### src/sv/mffd_pkg.sv
package mffd_pkg;

   localparam int ID_W     = 11;
   localparam int PAYLOAD_W = 64;
   localparam int ANGLE_W  = 16;
   localparam int WORD_W   = 16;
   localparam int TEMP_W   = 8;
   localparam int TURN_W   = 16;
   localparam int MOTOR_W  = 3;
   localparam int REC_MAX_W = 5;
   localparam int CSR_IDX_W = 2;
   localparam int CSR_DATA_W = 16;

   localparam logic [CSR_IDX_W-1:0] CSR_BASE_ID_FIRST  = 2'd0;
   localparam logic [CSR_IDX_W-1:0] CSR_BASE_ID_SECOND = 2'd1;
   localparam logic [CSR_IDX_W-1:0] CSR_WRAP_THRESHOLD = 2'd2;

   localparam logic [ID_W-1:0]    BASE_ID_RESET = 11'd513;
   localparam logic [WORD_W-1:0]  WRAP_RESET    = 16'd5000;

   localparam logic signed [TURN_W-1:0] TURN_MIN = 16'sh8000;
   localparam logic signed [TURN_W-1:0] TURN_MAX = 16'sh7FFF;

   typedef struct packed {
      logic                 matched;
      logic                 bus;
      logic [MOTOR_W-1:0]   motor;
      logic [REC_MAX_W-1:0] rec;
      logic [ANGLE_W-1:0]   angle_now;
      logic [WORD_W-1:0]    speed;
      logic [WORD_W-1:0]    current;
      logic [TEMP_W-1:0]    temp;
   } item_type;

   typedef struct packed {
      logic                     matched;
      logic                     bus;
      logic [MOTOR_W-1:0]       motor;
      logic [ANGLE_W-1:0]       angle_now;
      logic [ANGLE_W-1:0]       angle_before;
      logic [WORD_W-1:0]        speed;
      logic [WORD_W-1:0]        current;
      logic [TEMP_W-1:0]        temp;
      logic signed [TURN_W-1:0] turns;
   } result_type;

endpackage

### src/sv/mffd_fifo.sv
module mffd_fifo #(
   parameter int WIDTH = 8,
   parameter int DEPTH = 2
) (
   input  logic             clock,
   input  logic             reset,
   input  logic             push,
   input  logic [WIDTH-1:0] push_data,
   output logic             full,
   input  logic             pop,
   output logic [WIDTH-1:0] pop_data,
   output logic             empty
);

   localparam int PTR_W = (DEPTH > 1) ? $clog2(DEPTH) : 1;
   localparam int CNT_W = $clog2(DEPTH + 1);
   localparam logic [CNT_W-1:0] DEPTH_CNT = CNT_W'(DEPTH);
   localparam logic [PTR_W-1:0] LAST_PTR  = PTR_W'(DEPTH - 1);

   logic [WIDTH-1:0] mem_ff [DEPTH];
   logic [PTR_W-1:0] wr_ptr_ff, rd_ptr_ff;
   logic [CNT_W-1:0] count_ff;
   logic             do_push, do_pop;

   assign full     = (count_ff == DEPTH_CNT);
   assign empty    = (count_ff == '0);
   assign do_push  = push && !full;
   assign do_pop   = pop && !empty;
   assign pop_data = mem_ff[rd_ptr_ff];

   always_ff @(posedge clock) begin
      if (do_push) begin
         mem_ff[wr_ptr_ff] <= push_data;
      end
   end

   always_ff @(posedge clock) begin
      if (reset) begin
         wr_ptr_ff <= '0;
         rd_ptr_ff <= '0;
         count_ff  <= '0;
      end else begin
         if (do_push) begin
            wr_ptr_ff <= (wr_ptr_ff == LAST_PTR) ? '0 : wr_ptr_ff + 1'b1;
         end
         if (do_pop) begin
            rd_ptr_ff <= (rd_ptr_ff == LAST_PTR) ? '0 : rd_ptr_ff + 1'b1;
         end
         if (do_push && !do_pop) begin
            count_ff <= count_ff + 1'b1;
         end else if (do_pop && !do_push) begin
            count_ff <= count_ff - 1'b1;
         end
      end
   end

endmodule

### src/sv/mffd_front.sv
module mffd_front
   import mffd_pkg::*;
#(
   parameter int MOTORS_PER_BUS = 8
) (
   input  logic                 source_bus,
   input  logic [ID_W-1:0]      frame_id,
   input  logic [PAYLOAD_W-1:0] payload,
   input  logic [ID_W-1:0]      base_id_first,
   input  logic [ID_W-1:0]      base_id_second,
   output item_type             item
);

   localparam logic [ID_W-1:0]      MOTORS_ID  = ID_W'(MOTORS_PER_BUS);
   localparam logic [REC_MAX_W-1:0] MOTORS_REC = REC_MAX_W'(MOTORS_PER_BUS);

   logic [ID_W-1:0] base;
   logic [ID_W-1:0] diff;
   logic            hit;

   always_comb begin
      base = source_bus ? base_id_second : base_id_first;
      diff = frame_id - base;
      hit  = (frame_id >= base) && (diff < MOTORS_ID);

      item           = '0;
      item.matched   = hit;
      item.bus       = source_bus;
      item.motor     = diff[MOTOR_W-1:0];
      item.rec       = source_bus ? REC_MAX_W'(diff) + MOTORS_REC : REC_MAX_W'(diff);
      item.angle_now = payload[63:48];
      item.speed     = payload[47:32];
      item.current   = payload[31:16];
      item.temp      = payload[15:8];
   end

endmodule

### src/sv/mffd_back.sv
module mffd_back
   import mffd_pkg::*;
#(
   parameter int MOTORS_PER_BUS = 8
) (
   input  logic              clock,
   input  logic              reset,
   input  logic              item_valid,
   input  item_type          item,
   output logic              item_take,
   input  logic              result_room,
   output logic              result_push,
   output result_type        result,
   input  logic [WORD_W-1:0] wrap_threshold
);

   localparam int RECORDS = 2 * MOTORS_PER_BUS;
   localparam int REC_W   = $clog2(RECORDS);

   logic [ANGLE_W-1:0]       angle_ff [RECORDS];
   logic signed [TURN_W-1:0] turn_ff  [RECORDS];

   logic [REC_W-1:0]         rec;
   logic [ANGLE_W-1:0]       angle_prev;
   logic signed [TURN_W-1:0] turns_old;
   logic signed [TURN_W-1:0] turn_in;
   logic signed [ANGLE_W:0]  jump;
   logic signed [ANGLE_W:0]  thr;
   logic                     fire;

   assign fire        = item_valid && result_room;
   assign item_take   = fire;
   assign result_push = fire;

   always_comb begin
      rec        = item.rec[REC_W-1:0];
      angle_prev = angle_ff[rec];
      turns_old  = turn_ff[rec];
      jump       = $signed({1'b0, item.angle_now}) - $signed({1'b0, angle_prev});
      thr        = $signed({1'b0, wrap_threshold});
      turn_in    = turns_old;
      if (jump > thr) begin
         if (turns_old != TURN_MIN) begin
            turn_in = turns_old - 16'sd1;
         end
      end else if (jump < -thr) begin
         if (turns_old != TURN_MAX) begin
            turn_in = turns_old + 16'sd1;
         end
      end

      result = '0;
      if (item.matched) begin
         result.matched      = 1'b1;
         result.bus          = item.bus;
         result.motor        = item.motor;
         result.angle_now    = item.angle_now;
         result.angle_before = angle_prev;
         result.speed        = item.speed;
         result.current      = item.current;
         result.temp         = item.temp;
         result.turns        = turn_in;
      end
   end

   always_ff @(posedge clock) begin
      if (reset) begin
         for (int i = 0; i < RECORDS; i++) begin
            angle_ff[i] <= '0;
            turn_ff[i]  <= '0;
         end
      end else if (fire && item.matched) begin
         angle_ff[rec] <= item.angle_now;
         turn_ff[rec]  <= turn_in;
      end
   end

endmodule

### src/sv/motor_feedback_frame_decoder.sv
// Channel  | Handshake          | Carries
// ---------+--------------------+-------------------------------------------------
// req_     | push / full        | source_bus, frame_id, payload
// rsp_     | empty / pop        | matched, reply_bus, motor_index, angles, words,
//          |                    | temperature, turn_count
// csr_     | valid / ready      | index, data (ready always high)
//
// One frame per cycle sustained while rsp_ is popped; a result shows on rsp_ once it has passed
// through the middle queue and the rsp_ queue.
// The record update (read, wrap check, write) is done in the back stage; the write is registered.
// Two-entry queues sit between front and back and ahead of rsp_; each side stalls alone.
// Synchronous reset clears the queues and the motor records and restores the CSR defaults.
module motor_feedback_frame_decoder
   import mffd_pkg::*;
#(
   parameter int MOTORS_PER_BUS = 8
) (
   input  logic                     clock,
   input  logic                     reset,
   input  logic                     push,
   output logic                     full,
   input  logic                     req_source_bus,
   input  logic [ID_W-1:0]          req_frame_id,
   input  logic [PAYLOAD_W-1:0]     req_payload,
   output logic                     empty,
   input  logic                     pop,
   output logic                     rsp_matched,
   output logic                     rsp_reply_bus,
   output logic [MOTOR_W-1:0]       rsp_motor_index,
   output logic [ANGLE_W-1:0]       rsp_angle_now,
   output logic [ANGLE_W-1:0]       rsp_angle_before,
   output logic [WORD_W-1:0]        rsp_speed_raw,
   output logic [WORD_W-1:0]        rsp_current_raw,
   output logic [TEMP_W-1:0]        rsp_temperature,
   output logic signed [TURN_W-1:0] rsp_turn_count,
   input  logic                     csr_valid,
   output logic                     csr_ready,
   input  logic [CSR_IDX_W-1:0]     csr_index,
   input  logic [CSR_DATA_W-1:0]    csr_data
);

   localparam int ITEM_W   = $bits(item_type);
   localparam int RESULT_W = $bits(result_type);

   logic [ID_W-1:0]   base_first_ff, base_second_ff;
   logic [WORD_W-1:0] wrap_ff;

   item_type          front_item, back_item;
   logic [ITEM_W-1:0] back_bits;
   logic              mid_empty, item_take;
   result_type        back_result, out_result;
   logic [RESULT_W-1:0] out_bits;
   logic              out_full, result_push;

   assign csr_ready = 1'b1;

   always_ff @(posedge clock) begin
      if (reset) begin
         base_first_ff  <= BASE_ID_RESET;
         base_second_ff <= BASE_ID_RESET;
         wrap_ff        <= WRAP_RESET;
      end else if (csr_valid) begin
         case (csr_index)
            CSR_BASE_ID_FIRST:  base_first_ff  <= csr_data[ID_W-1:0];
            CSR_BASE_ID_SECOND: base_second_ff <= csr_data[ID_W-1:0];
            CSR_WRAP_THRESHOLD: wrap_ff        <= csr_data;
            default: ;
         endcase
      end
   end

   mffd_front #(.MOTORS_PER_BUS(MOTORS_PER_BUS)) u_front (
      .source_bus     (req_source_bus),
      .frame_id       (req_frame_id),
      .payload        (req_payload),
      .base_id_first  (base_first_ff),
      .base_id_second (base_second_ff),
      .item           (front_item)
   );

   mffd_fifo #(.WIDTH(ITEM_W), .DEPTH(2)) u_mid_q (
      .clock     (clock),
      .reset     (reset),
      .push      (push),
      .push_data (front_item),
      .full      (full),
      .pop       (item_take),
      .pop_data  (back_bits),
      .empty     (mid_empty)
   );

   assign back_item = item_type'(back_bits);

   mffd_back #(.MOTORS_PER_BUS(MOTORS_PER_BUS)) u_back (
      .clock          (clock),
      .reset          (reset),
      .item_valid     (!mid_empty),
      .item           (back_item),
      .item_take      (item_take),
      .result_room    (!out_full),
      .result_push    (result_push),
      .result         (back_result),
      .wrap_threshold (wrap_ff)
   );

   mffd_fifo #(.WIDTH(RESULT_W), .DEPTH(2)) u_rsp_q (
      .clock     (clock),
      .reset     (reset),
      .push      (result_push),
      .push_data (back_result),
      .full      (out_full),
      .pop       (pop),
      .pop_data  (out_bits),
      .empty     (empty)
   );

   assign out_result       = result_type'(out_bits);
   assign rsp_matched      = out_result.matched;
   assign rsp_reply_bus    = out_result.bus;
   assign rsp_motor_index  = out_result.motor;
   assign rsp_angle_now    = out_result.angle_now;
   assign rsp_angle_before = out_result.angle_before;
   assign rsp_speed_raw    = out_result.speed;
   assign rsp_current_raw  = out_result.current;
   assign rsp_temperature  = out_result.temp;
   assign rsp_turn_count   = out_result.turns;

endmodule

### config.mk
export PLATFORM = sky130hd
export DESIGN_NAME = motor_feedback_frame_decoder
export DESIGN_NICKNAME = d
export VERILOG_FILES = /design/src/sv/mffd_pkg.sv /design/src/sv/mffd_fifo.sv /design/src/sv/mffd_front.sv /design/src/sv/mffd_back.sv /design/src/sv/motor_feedback_frame_decoder.sv
export SDC_FILE = /design/constraint.sdc
export NUM_CORES = 1
export LEC_CHECK = 0
export BUFFER_PORTS_ARGS = -buffer_cell sky130_fd_sc_hd__buf_4
export CORE_MARGIN = 5
export CORE_UTILIZATION = 40
export DETAILED_ROUTE_END_ITERATION = 10
export GPL_TIMING_DRIVEN = 0
export RECOVER_POWER = 50
export SLEW_MARGIN = 15
export SYNTH_ARGS = -nofsm -noshare
export SYNTH_HDL_FRONTEND = slang
export SYNTH_SLANG_ARGS = --single-unit
### constraint.sdc
create_clock -name clock -period 18.59 [get_ports clock]
set_input_delay 1.859 -clock clock [delete_from_list [all_inputs] [get_ports clock]]
set_output_delay 1.859 -clock clock [all_outputs]
set_load 0.02 [all_outputs]
Word level (Yosys, flattened, before mapping):

Memories as Yosys holds them, arrays and structs flattened. A register that Yosys moved wholly into a read port is not among the register bits.
Index checks and enable logic that the tools add are counted.
Widths: inputs -> output; s select.

* $lt $le $gt $ge: 4
* reductions and logical operators: 29
* $add $sub $neg: 14
* mux-type cells: 34
* eq/ne operators: 6

Operators by type and width (number)
* $mux 16: 6
* $mux 93: 1
* $ne 16x16->1 const B: 2
* $reduce_or 16->1: 2
* $mux 1: 19
* $gt 17x17->1: 1
* $lt 17x17->1: 1
* $neg 16->17: 1
* $sub 16x16->17: 1
* $add 16x2->16 const B: 1
* $sub 16x2->16 const B: 1
* $ge 11x11->1: 1
* $logic_and 1x1->1: 11
* $lt 11x4->1 const B: 1
* $mux 11: 1
* $sub 11x11->11: 1
* $logic_not 1->1: 8
* $mux 2: 4
* $mux 4: 2
* $eq 2x2->1 const B: 3
* $logic_not 2->1: 3
* $reduce_and 2->1: 3
* $add 5x4->5 const B: 1
* $mux 5: 1
* other kinds (5): 11

* bits in registers: 46
* output and inout port bits: 96
* memories kept: 4
* RAM bits: 830
* word-level logic and storage cells: 100

Memories
* u_back.angle_ff: depth 16, bits a word 16, rd ports 1, clocked after memory_dff 0, write ports 16, line mffd_back.sv:20 `logic [ANGLE_W-1:0] angle_ff [RECORDS];`
* u_back.turn_ff: depth 16, bits a word 16, rd ports 1, clocked after memory_dff 0, write ports 16, line mffd_back.sv:21 `logic signed [TURN_W-1:0] turn_ff [RECORDS];`
* u_rsp_q.mem_ff: depth 2, bits a word 93, rd ports 1, clocked after memory_dff 1, write ports 1, line mffd_fifo.sv:20 `logic [WIDTH-1:0] mem_ff [DEPTH];`
* u_mid_q.mem_ff: depth 2, bits a word 66, rd ports 1, clocked after memory_dff 1, write ports 1, line mffd_fifo.sv:20

Depth between registers and ports, before layout:

* word-level depth: 9
* mapped depth: 34
* gate-level depth less buffers: 26

Modules after synthesis:

A second synthesis with hierarchy kept.

* cell total of the unflattened synthesis: 2790
* area total of the unflattened synthesis: 41030.6 µm²

Modules (own cells, without submodules)
* mffd_back: cells an instance 1956, times used 1, area each 26447.9 µm², seq. area each 15374.7 µm²
* mffd_fifo (u_rsp_q): cells an instance 314, times used 1, area each 6946.7 µm², seq. area each 5685.5 µm²
* mffd_fifo (u_mid_q): cells an instance 230, times used 1, area each 4987.3 µm², seq. area each 4063.9 µm²
* motor_feedback_frame_decoder: cells an instance 153, times used 1, area each 1580.3 µm², seq. area each 760.7 µm²
* mffd_front: cells an instance 137, times used 1, area each 1068.5 µm², seq. area each 0.0 µm²

Worst setup path before layout:

No wires, ideal clock.

* kind: register to register
* start point: mem u_mid_q.mem_ff[0][62] (netlist name)
* end point: mem u_rsp_q.mem_ff[0][6] (netlist name) (data pin)
* buffers on the path: 6
* library setup time: 0.270 ns
* arrival: 7.325 ns
* clock period less this slack: 7.595 ns
* data required time: 18.320 ns
* slack: 10.995 ns
* stages on the path, launching flop included: 33
* cells stage by stage: edfxtp_1 -> mux2_2 -> buf_4 -> buf_6 -> buf_1 -> buf_1 -> mux4_2 -> a22oi_1 -> nand2_1 -> inv_1 -> ha_1 -> nor2b_1 -> o21ai_0 -> a21boi_0 -> o21ai_0 -> a211oi_1 -> nor2_1 -> a21o_1 -> o21ba_2 -> o21ai_0 -> a21oi_1 -> xnor2_1 -> ha_1 -> nand4_1 -> or4_1 -> nor4b_1 -> or4_1 -> clkbuf_1 -> nand4_1 -> xnor2_1 -> a221oi_2 -> buf_2 -> nor2_1

RTL lines (line)
* start: declaration: mffd_fifo.sv:20
* end: declaration: mffd_fifo.sv:20

==> metrics.md <==
| Metric | Value |
|---|---|
| CTS root buffer | clkbuf_16 |
| Endpoints failing setup | 0 |
| Max VDD drop | 0.1282 mV |
| Met1 GRT Util | 0.2799 |
| Grt ovf | 0 |
| Worst path max stage delay | 0.88 ns |
| Worst-path maximum fanout | 10 |
| Critical path's slowest cell | buf_1 |
| Syn. warnings | 0 |
| Area Overhead vs Synth | 15.57% |
| WHS | 0.4550 ns |
| Die height | 326.4 um |
| CTS clk-pin slew, worst paths | 0.07 ns |
| Synth Cell Area | 40040 um^2 |
| Post-layout util | 0.4641 |
| Count leader, synth | edfxtp_1 |
| Number of flops mapped to enable cells by yosys | 822 |
| Register area share after synthesis | 0.6404 |
| Internal reg-to-reg setup slack | 7.11 ns |
| Slew at the pin closest to its max-slew limit | 2.213 ns |
| Crit path time final | 11.48 ns |
| Sequential share of power | 0.338 |
| Crit start category | flop |
| Psw | 3.046 mW |
| Die area | 106500 um^2 |
| Final period utilization | 0.6175 |
| DRT iter0 DRCs | 2820 |
| Port Buffer Count | 185 |
| Deepest clock path buffer count | 3 |
| Critical path origin | u_mid_q.mem_ff[0][62] |
| Max-cap violations | 11 |
| Dominant synthesized flop cell | edfxtp_1 |
| Failing checks | max-capacitance violations, max-slew violations |
| Worst Skew | 0.06120 ns |
| Final worst setup slack | 7.110 ns |
| Tot GR Track Use | 0.2145 |
| Slew HR | -0.4752 |
| Routed Antenna Nets | 0 |
| Core Region | 99710 um^2 |
| Post-synth top cells | edfxtp_1 (822), nor2_1 (645), nand2_1 (172), clkbuf_1 (137), mux2i_1 (106) |
| Yosys top cell area share | 0.6164 |
| Leak pwr | 16.56 nW |
| Syn_nets | 3190 |
| FMAX | 87.11 MHz |
| Ant. Diodes | 0 |
| Initial antenna violation count | 0 |
| Setup_tns | 0 ns |
| Worst R2R Path Depth | 32 |
| Hold Crit Class | reg -> reg |
| Met2 usage | 0.3682 |
| Final nets | 3496 |
| Drt via density | 5.642 |
| GR Layer Usage met3 | 0.02919 |
| Starting Density | 0.4016 |
| Clock sinks | 870 |
| Final instance area | 46280 um^2 |
| DP HPWL | 82.79 mm |
| Final Hold Viols | 0 |
| DR pass1 iterations | 7 |
| H-tree depth | 3 |
| Skew-Pair Late Insertion Delay | 0.69 ns |
| First-pass GRT wire length | 172.1 mm |
| Comb pwr share | 0.426 |
| Mapped Cells | 3029 |
| Post-synthesis async set-or-reset flop share | 0 |
| Synth top area cells | edfxtp_1 (62%), nor2_1 (6.0%), mux4_2 (4.4%), mux2_2 (2.7%), mux2i_1 (2.6%) |
| Yosys top cell by area | edfxtp_1 |
| Int Power | 4.569 mW |
| CTS tree | done |
| Post-Syn Area per Cell | 13.22 um^2 |
| Pins over their slew limit | 268 |
| WP data required | 18.94 ns |
| Worst Setup Path Type | reg -> reg |
| Routability cong. | 0.8964 |
| RSZ-0062 raised after global routing | no |
| # IOs | 195 |
| Status | finished with violations |
| Wire per inst | 24.91 um |
| Launching point of the worst reg2reg path | u_mid_q.mem_ff[0][62] |
| Postcts setup bufs | 0 |
| Ratio of cells with drive above 1 in the final layout | 0.1802 |
| Setup WS pre-CTS | 8.213 ns |
| DR vias | 26550 |
| Most Crowded Layer GR | met2 |
| WP data arrival | 11.83 ns |
| Clk network pwr share | 0.236 |
| Sw Ratio | 0.4000 |
| CTS Buf Count | 91 |
| Total Wirelength | 117.2 mm |
| Hold_buf cts | 0 |
| Placement Rows | 116 |
| Vias in the first global route | 26180 |
| Yosys cell types | 99 |
| Residual DRC | 0 |
| DIE WIDTH | 326.4 um |
| Synth Register Bits | 870 |
| Area after DPL | 43790 um^2 |
| Largest net degree at the start of global routing | 36 |
| Post-CTS Resized | 0 |
| R2r endpoint | u_back.turn_ff[6][6] |
| Pwr Density | 164.5 nW/um^2 |
| CP Capture Point | u_back.turn_ff[6][6] |
| Crit end category | flop |
worst max-delay path: cells and delay by family (launching register included):
kind                     cells  cell delay (ns)
adder cells (fa/ha/maj)      2             0.47
flip-flops                   1             0.48
buffers and inverters        7             4.26
AO/OA/AOI/OAI               10             2.37
XOR/XNOR                     2             0.35
AND/OR/NAND/NOR              9             2.30
multiplexers                 2             0.92
final cells by class:
cell class / count / area, um^2
plain buffers: 228 / 1054
clock buffers: 107 / 2337
clock inverters: 59 / 608.1
fillers: 8924 / 53430
inverters: 79 / 296.5
multi-input cells: 1852 / 13060
flip-flops and latches: 870 / 25640
well taps: 1298 / 1624
repair buffers: 213 / 1655
state kept, by name (all words and copies together), names as in the netlist, named ones only:
name and flops:
u_rsp_q.wr_ptr_ff 1, base_first_ff 11, u_rsp_q.count_ff 2, wrap_ff 16
u_back.angle_ff 256, u_mid_q.mem_ff 124, base_second_ff 11, u_mid_q.rd_ptr_ff 1
u_mid_q.wr_ptr_ff 1, u_rsp_q.rd_ptr_ff 1, u_rsp_q.mem_ff 186, u_mid_q.count_ff 2
u_back.turn_ff 256
logic make-up after synthesis:
group | after synthesis | share of synthesized area
xor+xnor | 43 | 0.01015
buf+inv | 307 | 0.03443
flops | 870 | 0.6404
mux | 280 | 0.09764
other cells | 1 | 0.00009365
fa+ha+maj | 64 | 0.02025
simple gates | 1082 | 0.1255
compound gates | 382 | 0.07155
power groups by stage:
stage	Combinational, mW	Clock, mW	Sequential [mW]
2_1_floorplan	2.04	0	2.60
3_3_place_gp	3.22	0	2.64
3_5_place_dp	3.31	0	2.61
4_1_cts	3.33	1.81	2.57
5_1_grt	3.47	1.91	2.59
6_report	3.25	1.80	2.57
metrics by stage:
step                instances  power [mW]
finish                   4706       7.615
global route             4706       7.972
CTS                      4706       7.703
detailed placement       4540       5.914
global placement         4512       5.856
floorplan                3029       4.650
worst min-delay path by stage:
stage,end,start,cells after the start
CTS,base_first_ff[5],base_first_ff[5],2
floorplan,base_second_ff[0],base_second_ff[0],2
global placement,base_first_ff[3],base_first_ff[3],2
detailed placement,base_first_ff[5],base_first_ff[5],2
finish,base_first_ff[3],base_first_ff[3],2
global route,base_first_ff[5],base_first_ff[5],2
cells in the final DEF, fill, tap and decap left out, types with 18 or more instances in the layout:
cell type and count:
clkinv_1 27, nor3_1 38, o22ai_1 40, xnor2_1 29, mux2_2 91, nand2_1 172
buf_2 44, nor2_1 645, a31oi_1 27, edfxtp_1 822, o21a_1 22, clkbuf_1 210
clkbuf_16 91, o21ai_0 41, a41oi_1 18, mux2i_1 106, nand2b_1 40, mux4_2 78
inv_1 79, and4b_1 33, ha_1 60, buf_4 115, dfxtp_1 48, clkbuf_4 50
a21oi_1 57
layer usage:
metal  routed length, um  vias to the layer above
li1                    -                    11890
met1               47120                    13380
met2               58080                     1072
met3                7473                      206
met4                4569                        0
met5                   0                        -
(Power assumes the default switching activity.)
